File: src/rtl/triangle_face_normal_unit_assert.svh
// Assertion macros for the triangle face normal unit.
// Uses clk_i and rst_ni of the module that includes it.
`ifndef TRIANGLE_FACE_NORMAL_UNIT_ASSERT_SVH
`define TRIANGLE_FACE_NORMAL_UNIT_ASSERT_SVH

// Whenever cond holds, prop must hold in the same cycle.
`define TFN_ASSERT_IMPLY(lbl, cond, prop) \
  lbl: assert property (@(posedge clk_i) disable iff (!rst_ni) (cond) |-> (prop)) \
    else $error("tfn: implication check failed");

// Whenever cond holds, prop must hold after the delay given by n.
`define TFN_ASSERT_DELAY(lbl, cond, n, prop) \
  lbl: assert property (@(posedge clk_i) disable iff (!rst_ni) (cond) |-> ##(n) (prop)) \
    else $error("tfn: latency check failed");

`endif

File: src/rtl/tfn_pkg.sv
// Shared constants and types of the triangle face normal unit.
// No dependencies.
package tfn_pkg;

  localparam int FaceBits   = 16;
  localparam int ScaledBits = 31;   // scaled cross magnitudes stay below 2^31
  localparam int RadBits    = 64;   // sum of three squares
  localparam int RootBits   = 32;
  localparam int QBits      = 15;   // quotient magnitude, at most 16384
  localparam int NumBits    = 48;   // 32768 * m + s
  localparam int DenBits    = 33;   // 2 * s
  localparam int NormBits   = 16;
  localparam int SqrtLat    = RootBits;
  localparam int DivLat     = QBits;
  localparam int PipeLatency = 8 + SqrtLat + 1 + DivLat + 1;

  typedef struct packed {
    logic [FaceBits-1:0]               face;
    logic [2:0]                        neg;
    logic [2:0][ScaledBits-1:0]        mag;
    logic                              degen;
  } side_t;

  typedef struct packed {
    logic [FaceBits-1:0] face;
    logic [2:0]          neg;
    logic                degen;
  } tail_t;

endpackage

File: src/rtl/tfn_div_pipe.sv
// Pipelined restoring divider, one quotient bit per stage.
// Depends on tfn_pkg for widths; the quotient must fit in QBits.
module tfn_div_pipe (
  input  logic                         clk_i,
  input  logic                         rst_ni,
  input  logic                         valid_i,
  input  logic [tfn_pkg::NumBits-1:0]  num_i,
  input  logic [tfn_pkg::DenBits-1:0]  den_i,
  output logic                         valid_o,
  output logic [tfn_pkg::QBits-1:0]    quot_o
);

  localparam int N  = tfn_pkg::DivLat;
  localparam int QB = tfn_pkg::QBits;
  localparam int DB = tfn_pkg::DenBits;
  localparam int NB = tfn_pkg::NumBits;

  logic          vld_q  [N];
  logic [NB-1:0] num_q  [N];
  logic [DB-1:0] den_q  [N];
  logic [DB-1:0] rem_q  [N];
  logic [QB-1:0] quot_q [N];

  for (genvar k = 0; k < N; k++) begin : g_stage
    logic          prev_vld;
    logic [NB-1:0] prev_num;
    logic [DB-1:0] prev_den;
    logic [DB-1:0] prev_rem;
    logic [QB-1:0] prev_quot;
    logic [DB:0]   rem_sh;
    logic [DB-1:0] rem_d;
    logic [QB-1:0] quot_d;

    if (k == 0) begin : g_first
      // The high part of the dividend is already below the divisor.
      assign prev_vld  = valid_i;
      assign prev_num  = num_i;
      assign prev_den  = den_i;
      assign prev_rem  = DB'(num_i[NB-1:QB]);
      assign prev_quot = '0;
    end else begin : g_next
      assign prev_vld  = vld_q[k-1];
      assign prev_num  = num_q[k-1];
      assign prev_den  = den_q[k-1];
      assign prev_rem  = rem_q[k-1];
      assign prev_quot = quot_q[k-1];
    end

    always_comb begin
      rem_sh = {prev_rem, prev_num[N-1-k]};
      if (rem_sh >= {1'b0, prev_den}) begin
        rem_d  = DB'(rem_sh - {1'b0, prev_den});
        quot_d = {prev_quot[QB-2:0], 1'b1};
      end else begin
        rem_d  = DB'(rem_sh);
        quot_d = {prev_quot[QB-2:0], 1'b0};
      end
    end

    always_ff @(posedge clk_i or negedge rst_ni) begin
      if (!rst_ni) begin
        vld_q[k] <= 1'b0;
      end else begin
        vld_q[k] <= prev_vld;
      end
    end

    always_ff @(posedge clk_i) begin
      num_q[k]  <= prev_num;
      den_q[k]  <= prev_den;
      rem_q[k]  <= rem_d;
      quot_q[k] <= quot_d;
    end
  end

  assign valid_o = vld_q[N-1];
  assign quot_o  = quot_q[N-1];

endmodule

File: config.mk
export PLATFORM = sky130hd
export DESIGN_NAME = tfn_div_pipe
export DESIGN_NICKNAME = d
export VERILOG_FILES = /design/src/rtl/triangle_face_normal_unit_assert.svh /design/src/rtl/tfn_pkg.sv /design/src/rtl/tfn_div_pipe.sv
export SDC_FILE = /design/constraint.sdc
export NUM_CORES = 2
export LEC_CHECK = 0
export BUFFER_PORTS_ARGS = -buffer_cell sky130_fd_sc_hd__buf_4
export CORE_MARGIN = 2
export CORE_UTILIZATION = 40
export CTS_CLUSTER_DIAMETER = 100
export CTS_CLUSTER_SIZE = 30
export DETAILED_ROUTE_END_ITERATION = 16
export GPL_TIMING_DRIVEN = 0
export SYNTH_ARGS = -nofsm -noshare
export SYNTH_HDL_FRONTEND = slang
export SYNTH_SLANG_ARGS = --single-unit
File: constraint.sdc
create_clock -name clk_i -period 9.5 [get_ports clk_i]
set_input_delay 1.9 -clock clk_i [delete_from_list [all_inputs] [get_ports clk_i]]
set_output_delay 1.9 -clock clk_i [all_outputs]
set_load 0.005 [all_outputs]
; Word-level counts from Yosys, hierarchy flattened
; Memories as Yosys holds them, arrays and structs flattened.
; Index checks and enable logic that the tools add are counted.
[totals]
inputBits = 84
n_memories = 4
mem_bits_rw = 1935
output_inout_bits = 16
reg_bits = 15
wordCells = 79
[mem_list]
columns = memory, words, word_bits, rd, rd_clocked_by_memory_dff, wr, line
row1 = num_q, 15, 48, 14, 0, 15, tfn_div_pipe.sv:19  ; logic [NB-1:0] num_q [N];
row2 = den_q, 15, 33, 14, 0, 15, tfn_div_pipe.sv:20  ; logic [DB-1:0] den_q [N];
row3 = rem_q, 15, 33, 14, 0, 15, tfn_div_pipe.sv:21  ; logic [DB-1:0] rem_q [N];
row4 = quot_q, 15, 15, 15, 0, 15, tfn_div_pipe.sv:22  ; logic [QB-1:0] quot_q [N];
[classes]
add_sub_neg = 15
order_cmp = 15
mux = 30
[ops]
columns = cell, count
row1 = $ge A34 B33 Y1, 15
row2 = $mux W33, 15
row3 = $sub A33 B33 Y33, 15
row4 = $mux W1, 15

; Longest topological paths before layout
; An unclocked memory read counts as a cell.
[logic_depth]
word_depth = 3
depth_mapped = 17

; Worst setup path after synthesis
; No wires, ideal clock.
[synth_timing]
kind = input -> register
startpoint = in num_i[14] in the netlist's numbering
endpoint = mem rem_q[0][10] in the netlist's numbering
setup_time_ns = 0.128
arrival_time_ns = 4.805
path_stages = 15
n_path_buf = 1
setup_slack_ns = 4.567
path_cell_list = inv_1 -> ha_1 -> inv_1 -> fa_1 -> a21o_1 -> a221oi_2 -> o221ai_1 -> or3_1 -> a31oi_1 -> o31a_1 -> nand3b_1 -> a311oi_2 -> a21oi_2 -> clkbuf_1 -> o21ai_0
[synth_lines]
columns = item, line
row1 = start: declaration, tfn_div_pipe.sv:7  ; input logic [tfn_pkg::NumBits-1:0] num_i,
row2 = end: declaration, tfn_div_pipe.sv:21

==> impl_metrics.env <==
export IMPL_status="finished, final reports clean"
export IMPL_wl_met3_um=3700
export IMPL_via_per_inst=5.07
export IMPL_worst_ep_required_time_ns=10.11
export IMPL_io_buffers=99
export IMPL_pwr_share_comb=0.532
export IMPL_cts_hold_repair_buffers=0
export IMPL_post_synthesis_net_count=6355
export IMPL_area_delta_synth_final_pct=8.60
export IMPL_yosysTopAreaCellShare=0.430
export IMPL_rows=134
export IMPL_grt_remaining_overflow=0
export IMPL_post_route_min_period_ns=5.58
export IMPL_overall_die_area_um2=137000
export IMPL_highest_layer="met4"
export IMPL_post_layout_nonfiller_instances=7707
export IMPL_finalHoldViolations=0
export IMPL_cts_sinks=1164
export IMPL_maximum_number_of_pins_on_one_net_before_global_route_repair=31
export IMPL_synth_edf_count=0
export IMPL_worst_slew_margin_rel=0.346
export IMPL_clock_tree_root_cell="sky130_fd_sc_hd__clkbuf_16"
export IMPL_max_cap_viol_count=0
export IMPL_cts_resized=0
export IMPL_timing_hold_worst_path_depth=0
export IMPL_place_detailed_instances=7629
export IMPL_setup_tns_ns=0
export IMPL_initial_utilization=0.402
export IMPL_post_synth_instance_area_um2=53500
export IMPL_die_w_um=370
export IMPL_synth_cell_types=87
export IMPL_final_net_count=6506
export IMPL_min_period_over_period=0.587
export IMPL_critical_path_endpoint_type="register"
export IMPL_final_cell_mix="sky130_fd_sc_hd__dfxtp_1 (1,149), sky130_fd_sc_hd__inv_1 (609), sky130_fd_sc_hd__a21oi_1 (544)"
export IMPL_report_final_setup_viol=0
export IMPL_intPower_mw=12.4
export IMPL_clkPwrFrac=0.127
export IMPL_wl_per_cell_um=16.5
export IMPL_mean_instance_size_in_the_synthesized_netlist_um2=9.28
export IMPL_insertion_delay_ns=0.69
export IMPL_cp_max_fo=10
export IMPL_globalplace_congestion=0.918
export IMPL_dr_iter_0_viols=2421
export IMPL_finalMaxSlewViolations=0
export IMPL_static_leakage_power_nw=26.7
export IMPL_grt_setup_unrepaired="no"
export IMPL_number_of_register_bits_inferred_by_synthesis=1164
export IMPL_drt_pre_antenna_iters=5
export IMPL_ioPinCount=100
export IMPL_synthCells=5762
export IMPL_grt_use_total=0.182
export IMPL_cell_depth_of_the_worst_flop_to_flop_path=15
export IMPL_synth_main_ff_cell="sky130_fd_sc_hd__dfxtp_1"
export IMPL_cts_root_to_sink_buffers=3
export IMPL_fraction_of_power_spent_switching_nets=0.413
export IMPL_commonest_non_fill_non_tap_cell_in_the_layout="sky130_fd_sc_hd__dfxtp_1"
export IMPL_total_detailed_routing_wirelength_um=127000
export IMPL_timing_setup_critical_path_class="in2reg"
export IMPL_vias_in_the_first_global_route=38700
export IMPL_pwr_density_cell_nw_per_um2=364
export IMPL_routed_via_count=39000
export IMPL_drc=0
export IMPL_tritoncts_num_buffers=50
export IMPL_synth_top_cells_by_area="sky130_fd_sc_hd__dfxtp_1 (43%), sky130_fd_sc_hd__ha_1 (12%), sky130_fd_sc_hd__a21oi_1 (5.1%)"
export IMPL_crit_path_start_kind="input port"
export IMPL_grt_first_pass_wirelength_um=202000
export IMPL_fraction_of_registers_with_async_set_or_reset_after_synthesis=0.0129
export IMPL_number_of_setup_buffers_added_after_cts=0
export IMPL_clock_pin_slew_worst_setup_and_hold_paths_ns=0.11
export IMPL_area_inside_the_core_boundary_um2=133000
export IMPL_arrival_ns=6.19
export IMPL_placed_area_um2=56400
export IMPL_die_height_um=370
export IMPL_share_seq_of_total_power=0.340
export IMPL_number_of_antenna_violations_at_the_first_check_in_global_routing=0
export IMPL_ctsHtreeMaxLevel=2
export IMPL_final_cell_area_um2=58000
export IMPL_synth_seq_area_share=0.437
export IMPL_achievable_frequency_ghz=0.179
export IMPL_timing_hold_worst_class="reg2reg"
export IMPL_switching_power_mw=8.73
export IMPL_worstMarginPinSlew_ns=0.971
export IMPL_cts_tree="built"
export IMPL_library_cell_with_the_largest_summed_area_after_synthesis="sky130_fd_sc_hd__dfxtp_1"
export IMPL_post_route_cells_drive_above_1_share=0.0702
export IMPL_antenna_left=0
export IMPL_dr_wl_met2_um=62000
export IMPL_routedLengthMet1_um=55100
export IMPL_synth_yosys_warnings=0
export IMPL_timing_clock_skew_ns=0.0433
export IMPL_power_ir_vdd_worst_mv=0.159
export IMPL_place_hpwl_um=103000
==> layout make-up <==
cell class	instances	area (um2)
fillers	13100	75100
multi-input cells	3828	27100
flip-flops and latches	1164	23400
inverters	609	2290
well taps	1768	2210
clock buffers	58	1360
repair buffers	99	743
plain buffers	161	714
clock inverters	18	268
diodes	2	5.00
==> worst max-delay path, cell delays in order <==
cell and delay (ns):
sky130_fd_sc_hd__buf_4 0.11, sky130_fd_sc_hd__inv_1 0.05, sky130_fd_sc_hd__ha_1 0.16, sky130_fd_sc_hd__inv_1 0.05, sky130_fd_sc_hd__fa_1 0.40, sky130_fd_sc_hd__a21o_1 0.20
sky130_fd_sc_hd__a221oi_2 0.39, sky130_fd_sc_hd__o221ai_1 0.23, sky130_fd_sc_hd__or3_1 0.34, sky130_fd_sc_hd__a31oi_1 0.34, sky130_fd_sc_hd__o31a_1 0.27, sky130_fd_sc_hd__nand3b_1 0.19
sky130_fd_sc_hd__a311oi_2 0.18, sky130_fd_sc_hd__a21oi_2 0.55, sky130_fd_sc_hd__buf_2 0.41, sky130_fd_sc_hd__inv_1 0.20, sky130_fd_sc_hd__a31oi_1 0.19
==> state kept, by name (all words and copies together), names as in the netlist <==
signal / flops
valid_o: 1
num_q: 105
quot_q: 120
rem_q: 462
den_q: 462
g_stage.prev_vld: 14
==> power by group through the flow <==
stage / Clock (mW) / Combinational [mW] / Sequential (mW)
floorplan: 0 / 8.72 / 6.94
finish: 2.69 / 11.2 / 7.19
detailed placement: 0 / 11.1 / 7.33
global placement: 0 / 11.0 / 7.32
CTS: 2.82 / 11.2 / 7.22
global route: 2.98 / 12.6 / 7.34
==> per-layer routing <==
layer | track usage | vias up
met5 | 0 | -
met4 | 0.0822 | 0
met3 | 0.0175 | 217
met2 | 0.330 | 707
met1 | 0.217 | 18000
li1 | - | 20100
==> Yosys cell counts, types with 52 or more instances <==
library cell / n
sky130_fd_sc_hd__a21o_1: 248
sky130_fd_sc_hd__a21oi_1: 544
sky130_fd_sc_hd__a31oi_1: 52
sky130_fd_sc_hd__clkbuf_1: 120
sky130_fd_sc_hd__dfxtp_1: 1149
sky130_fd_sc_hd__ha_1: 495
sky130_fd_sc_hd__inv_1: 609
sky130_fd_sc_hd__mux2_2: 155
sky130_fd_sc_hd__nand2_1: 401
sky130_fd_sc_hd__nand2b_1: 59
sky130_fd_sc_hd__nand3_1: 79
sky130_fd_sc_hd__nand4_1: 88
sky130_fd_sc_hd__nor2_1: 306
sky130_fd_sc_hd__nor3_1: 53
sky130_fd_sc_hd__o21ai_0: 386
sky130_fd_sc_hd__o21bai_1: 66
sky130_fd_sc_hd__xnor2_1: 243
sky130_fd_sc_hd__xor2_1: 162
==> final timing paths <==
path,start,endpoint,slack (ns)
max in group asynchronous,rst_ni,g_stage[3].prev_vld$_DFF_PN0_,8.27
worst min-delay path,num_q[5][5]$_DFF_P_,num_q[6][5]$_DFF_P_,0.32
worst max register to register,num_q[12][1]$_DFF_P_,rem_q[1][182]$_DFF_P_,4.71
min in group asynchronous,rst_ni,g_stage[14].prev_vld$_DFF_PN0_,1.05
worst max-delay path,num_i[14],rem_q[0][31]$_DFF_P_,3.92
worst min register to register,num_q[5][5]$_DFF_P_,num_q[6][5]$_DFF_P_,0.32
==> kinds of logic (layout without fill, tap and decap cells) <==
family	after synthesis	after routing	synth area share
AO/OA/AOI/OAI	1599	1599	0.185
flip-flops	1164	1164	0.437
AND/OR/NAND/NOR	1152	1152	0.100
other	0	2	0
XOR/XNOR	405	405	0.0664
multiplexers	163	163	0.0342
adder cells (fa/ha/maj)	509	509	0.121
buffers and inverters	770	945	0.0561
==> metrics by stage <==
step | total power [mW] | hold slack (ns) | worst slack [ns] | util
final | 21.1 | 0.318 | 3.92 | 0.436
after global routing | 22.9 | 0.327 | 3.82 | 0.436
after CTS | 21.2 | 0.324 | 3.99 | 0.436
after detailed placement | 18.4 | 0.312 | 3.26 | 0.424
after global placement | 18.4 | 0.310 | 3.27 | 0.424
after floorplan | 15.7 | 0.310 | 4.57 | -
No activity file was read; power rests on OpenSTA's default activity.
